--- src/rtl/core/biou_pkg.sv ---
package biou_pkg;

  // Areas are kept at four times the true scale because the edges are doubled.
  localparam int AREA_SHIFT = 2;

  // Sideband that travels with each word through the divider.
  typedef struct packed {
    logic vld;
    logic uzero;
  } biou_ctl_t;

endpackage

--- src/rtl/core/biou_div_pipe.sv ---
module biou_div_pipe #(
  parameter int QW = 17,
  parameter int DW = 37
) (
  input  logic                  clk,
  input  logic                  rst_n,
  input  biou_pkg::biou_ctl_t   in_ctl,
  input  logic [DW-1:0]         in_num,
  input  logic [DW-1:0]         in_den,
  output biou_pkg::biou_ctl_t   out_ctl,
  output logic [QW-1:0]         out_quo
);
  import biou_pkg::*;

  // One restoring step per stage; the numerator never exceeds the denominator,
  // so the first stage yields the integer bit and each later stage one fraction bit.
  logic [DW-1:0] rem_r   [QW];
  logic [DW-1:0] rem_nxt [QW];
  logic [DW-1:0] den_r   [QW];
  logic [DW-1:0] sden    [QW];
  logic [QW-1:0] quo_r   [QW];
  logic [QW-1:0] quo_nxt [QW];
  logic [QW-1:0] squo    [QW];
  logic [DW:0]   part    [QW];
  logic [DW:0]   diff    [QW];
  logic          take    [QW];
  biou_ctl_t     ctl_r   [QW];

  always_comb begin
    part[0] = {1'b0, in_num};
    sden[0] = in_den;
    squo[0] = '0;
    for (int k = 1; k < QW; k++) begin
      part[k] = {rem_r[k-1], 1'b0};
      sden[k] = den_r[k-1];
      squo[k] = quo_r[k-1];
    end
    for (int k = 0; k < QW; k++) begin
      take[k]    = part[k] >= {1'b0, sden[k]};
      diff[k]    = part[k] - {1'b0, sden[k]};
      rem_nxt[k] = take[k] ? diff[k][DW-1:0] : part[k][DW-1:0];
      quo_nxt[k] = {squo[k][QW-2:0], take[k]};
    end
  end

  always_ff @(posedge clk) begin
    if (!rst_n) begin
      for (int k = 0; k < QW; k++) begin
        ctl_r[k].vld <= 1'b0;
      end
    end else begin
      ctl_r[0] <= in_ctl;
      for (int k = 1; k < QW; k++) begin
        ctl_r[k] <= ctl_r[k-1];
      end
    end
  end

  always_ff @(posedge clk) begin
    for (int k = 0; k < QW; k++) begin
      rem_r[k] <= rem_nxt[k];
      den_r[k] <= sden[k];
      quo_r[k] <= quo_nxt[k];
    end
  end

  assign out_ctl = ctl_r[QW-1];
  assign out_quo = quo_r[QW-1];

endmodule

--- config.mk ---
export PLATFORM = sky130hd
export DESIGN_NAME = biou_div_pipe
export DESIGN_NICKNAME = d
export VERILOG_FILES = /design/src/rtl/core/biou_pkg.sv /design/src/rtl/core/biou_div_pipe.sv
export SDC_FILE = /design/constraint.sdc
export NUM_CORES = 2
export LEC_CHECK = 0
export BUFFER_PORTS_ARGS = -buffer_cell sky130_fd_sc_hd__buf_4
export CAP_MARGIN = 5
export CORE_ASPECT_RATIO = 1.5
export CORE_UTILIZATION = 40
export DETAILED_ROUTE_END_ITERATION = 8
export GPL_TIMING_DRIVEN = 0
export RECOVER_POWER = 25
export SETUP_SLACK_MARGIN = 0.2
export SYNTH_ARGS = -nofsm -noshare
export SYNTH_HDL_FRONTEND = slang
export SYNTH_SLANG_ARGS = --single-unit
--- constraint.sdc ---
create_clock -name clk -period 9.1 [get_ports clk]
set_input_delay 1.82 -clock clk [delete_from_list [all_inputs] [get_ports clk]]
set_output_delay 1.82 -clock clk [all_outputs]
set_load 0.01 [all_outputs]
==> summary.md <==
| Metric | Value |
|---|---|
| Post-synth ARST share | `0%` |
| Outcome | `complete, but fails checks` |
| P_int | `18.5 mW` |
| Num rows | `185` |
| Final core utilization | `45.4%` |
| Clk Tree Root Cell | `clkbuf_16` |
| HP Class | `reg2reg` |
| Avg Inst Size Synth | `9.04 µm²` |
| Lkg Pwr | `35.6 nW` |
| Syn Inst Count | `7588` |
| Die Wd | `340 µm` |
| Share of the synthesized area in the top cell type | `39.5%` |
| Wirelength per Cell | `21.4 µm` |
| Worst path max stage delay | `1.14 ns` |
| Crit path max fanout | `10` |
| Fill cells | `16600` |
| TritonRoute pass-1 iters | `8` |
| RSZ-0062 raised after global routing | `false` |
| Final setup TNS | `0 ns` |
| GP Congestion | `1.03` |
| Clk pwr share | `18.4%` |
| Die Y | `509 µm` |
| Total wire length | `219 mm` |
| Hpwl dp | `182 mm` |
| Setup Buffers After CTS | `0` |
| Final Hold Viols | `0` |
| DP Worst Slack | `1.88 ns` |
| FF+latch area | `0.0276 mm²` |
| Mapped Area | `0.0686 mm²` |
| Initial antenna violation count | `16` |
| Tcrit/Tclk final | `72.6%` |
| Post-synth top flop | `dfxtp_1` |
| Pwr/cell area | `422 mW/mm²` |
| Pin count of the biggest net entering global routing | `25` |
| Core area | `0.170 mm²` |
| Worst-case clock buffer depth | `3` |
| Slowest CP cell | `o21ai_0` |
| First-pass GRT wire length | `322 mm` |
| Actual slew at the worst max-slew pin | `1.50 ns` |
| Minimum clock period | `6.61 ns` |
| CP Class | `in2reg` |
| Most frequent CP cell | `clkbuf_1` |
| Failing checks | `max-capacitance violations, max-slew violations` |
| Synth Warn # | `0` |
| # clock sinks | `1371` |
| Via count | `54100` |
| Comb power frac | `53.9%` |
| Vias in the first global route | `57000` |
| Share of cells above drive strength 1 | `8.68%` |
| Seq cells post-synth | `1371` |
| Post-synth EDFFs | `17` |
| Multi-input logic area | `0.0371 mm²` |
| Min setup slack post-route | `2.49 ns` |
| Peak Freq | `0.151 GHz` |
| PortBufs | `96` |
| Switching Power | `14.0 mW` |
| Hold_buf cts | `0` |
| Synth area leaders | `dfxtp_1 40%, ha_1 11%, a21oi_1 4.9%` |
| Sequential Power Share | `27.7%` |
| Synth cell types | `98` |
| DRC viols | `0` |
| Slew Viols, Final | `3` |
| Total GRT Usage | `24.8%` |
| Kind of cell adding the most delay to the critical path | `simple AND/OR/NAND/NOR gates` |
| Clk Latency, worst-skew pair | `0.80 ns` |
| Worst path required time | `9.69 ns` |
| Maximum VDD drop | `0.220 mV` |
| Layout area overhead | `12.4%` |
| Via/cell ratio | `5.29` |
| Final setup vio count | `0` |
| Largest area contributor in the netlist | `dfxtp_1` |
| Sequential area share after synthesis | `40.3%` |
| Initial Utilization | `40.4%` |
| Worst EP arrival | `7.20 ns` |
| Remaining Overflow, GRT | `0` |
| CTS H-tree depth | `4` |
| CP startpoint kind | `input pin` |
| CP Buf/Inv Count | `4` |
| CTS tree | `done` |
| CTS-repair resized insts | `0` |
| Syn_nets | `8310` |
| Clock skew | `0.0369 ns` |
| Slew HR | `-0.931%` |
| Total power | `32.5 mW` |
| Num CTS Buffers | `142` |
| Initial detailed-routing violation count | `2070` |
| Max_cap viols | `1` |
| # IOs | `97` |
| Switching Share | `43.2%` |
| Final #Nets | `8556` |
| DIE AREA | `0.173 mm²` |
| Post-route antenna net violation count | `0` |
| CTS clk-pin slew, worst paths | `0.06 ns` |
| Count leader, synth | `dfxtp_1` |
| CP Cell Sequence | `buf_4, ha_1, clkbuf_1, nand3_1, nor3_1, nand4_1, o21ai_0, nor3_1, a21o_1, clkbuf_1, clkbuf_1, nand2_1, o21ai_0` |
| Post-synth top cells | `1354 x dfxtp_1, 771 x inv_1, 668 x a21oi_1` |
| CP endpoint kind | `flop` |
-- registers in the layout, summed over array words and instances, names as in the netlist --
register and flops:
den_r 592, quo_r 153, rem_r 592, ctl_r 34
-- kinds of logic (layout without fill, tap and decap cells) --
family	count (synthesis)	after routing	synth area share [%]
adder cells (fa/ha/maj)	644	644	11.9
buffers and inverters	999	1360	5.63
AO/OA/AOI/OAI	2128	2128	19.6
AND/OR/NAND/NOR	1686	1686	11.9
flip-flops	1371	1371	40.3
multiplexers	266	266	4.37
XOR/XNOR	494	494	6.31
other	0	36	0
-- through the flow --
stage,hold WS [ns],area [µm²],cells
final,0.321,77100,10200
after detailed placement,0.312,72200,9933
after CTS,0.320,77000,10200
after floorplan,0.310,68600,7588
after global routing,0.327,77100,10200
after global placement,0.310,72100,9928
-- worst reg2reg max path, delay by kind of cell, from the launching register on --
kind                     cells  cell delay [ns]
AO/OA/AOI/OAI                7             3.04
AND/OR/NAND/NOR              3             0.90
buffers and inverters        2             0.81
flip-flops                   1             0.54
adder cells (fa/ha/maj)      1             0.37
-- metal layers --
metal / track usage, % / up-vias / part of all wire [%]
li1: - / 27000 / -
met2: 53.0 / 1130 / 58
met4: 27.5 / 6 / 12
met5: 0 / - / 0.019
met3: 2.83 / 734 / 2.3
met1: 16.5 / 25300 / 27
-- worst paths after layout --
check                                   start             to  slack [ns]  depth (start not counted)
worst min register to register  quo_r[0][257]  quo_r[0][275]        0.32                          0
worst max register to register  den_r[0][226]  rem_r[0][278]        3.33                         13
worst max-delay path               in_num[20]   rem_r[0][30]        2.49                         13
worst min-delay path            quo_r[0][257]  quo_r[0][275]        0.32                          0
-- final cells by class --
| class | instances | area share [%] |
|---|---|---|
| sequential | 1371 | 35.8 |
| multi-input combinational | 5218 | 48.2 |
| tap | 2244 | 3.64 |
| buffer | 226 | 1.25 |
| antenna | 36 | 0.117 |
| clock buffer | 195 | 5.28 |
| clock inverter | 64 | 0.971 |
| timing repair buffer | 102 | 0.984 |
| inverter | 773 | 3.76 |
-- cells in the final DEF (no fill, tap or decap), drive strengths merged, types with 18 or more instances in the layout --
cell type  instances
dfxtp           1354
inv              784
a21oi            670
ha               628
nand2            500
o21ai            492
nor2             423
a21o             361
clkbuf           361
xnor2            299
mux2             242
xor2             195
buf              162
nand3            121
nand4            108
nor3             100
o21a              95
nor2b             81
nand2b            80
o21bai            71
and2              63
and3              62
a31oi             62
a211oi            51
o31ai             38
diode             36
clkinv            35
o31a              32
nor4              25
and4              24
mux2i             24
a41oi             22
a211o             21
o211ai            21
or2               20
nor3b             20
a21boi            19
or3               18
a311oi            18
-- power groups by stage --
| stage | sequential, mW | clock, mW | combinational [mW] |
|---|---|---|---|
| after detailed placement | 9.12 | 0 | 17.3 |
| final | 9.01 | 5.99 | 17.5 |
| after global placement | 9.10 | 0 | 17.2 |
| after CTS | 9.00 | 6.14 | 17.4 |
| after global routing | 9.19 | 6.37 | 19.1 |
| after floorplan | 8.72 | 0 | 12.4 |
No activity file was read; power rests on OpenSTA's default activity.
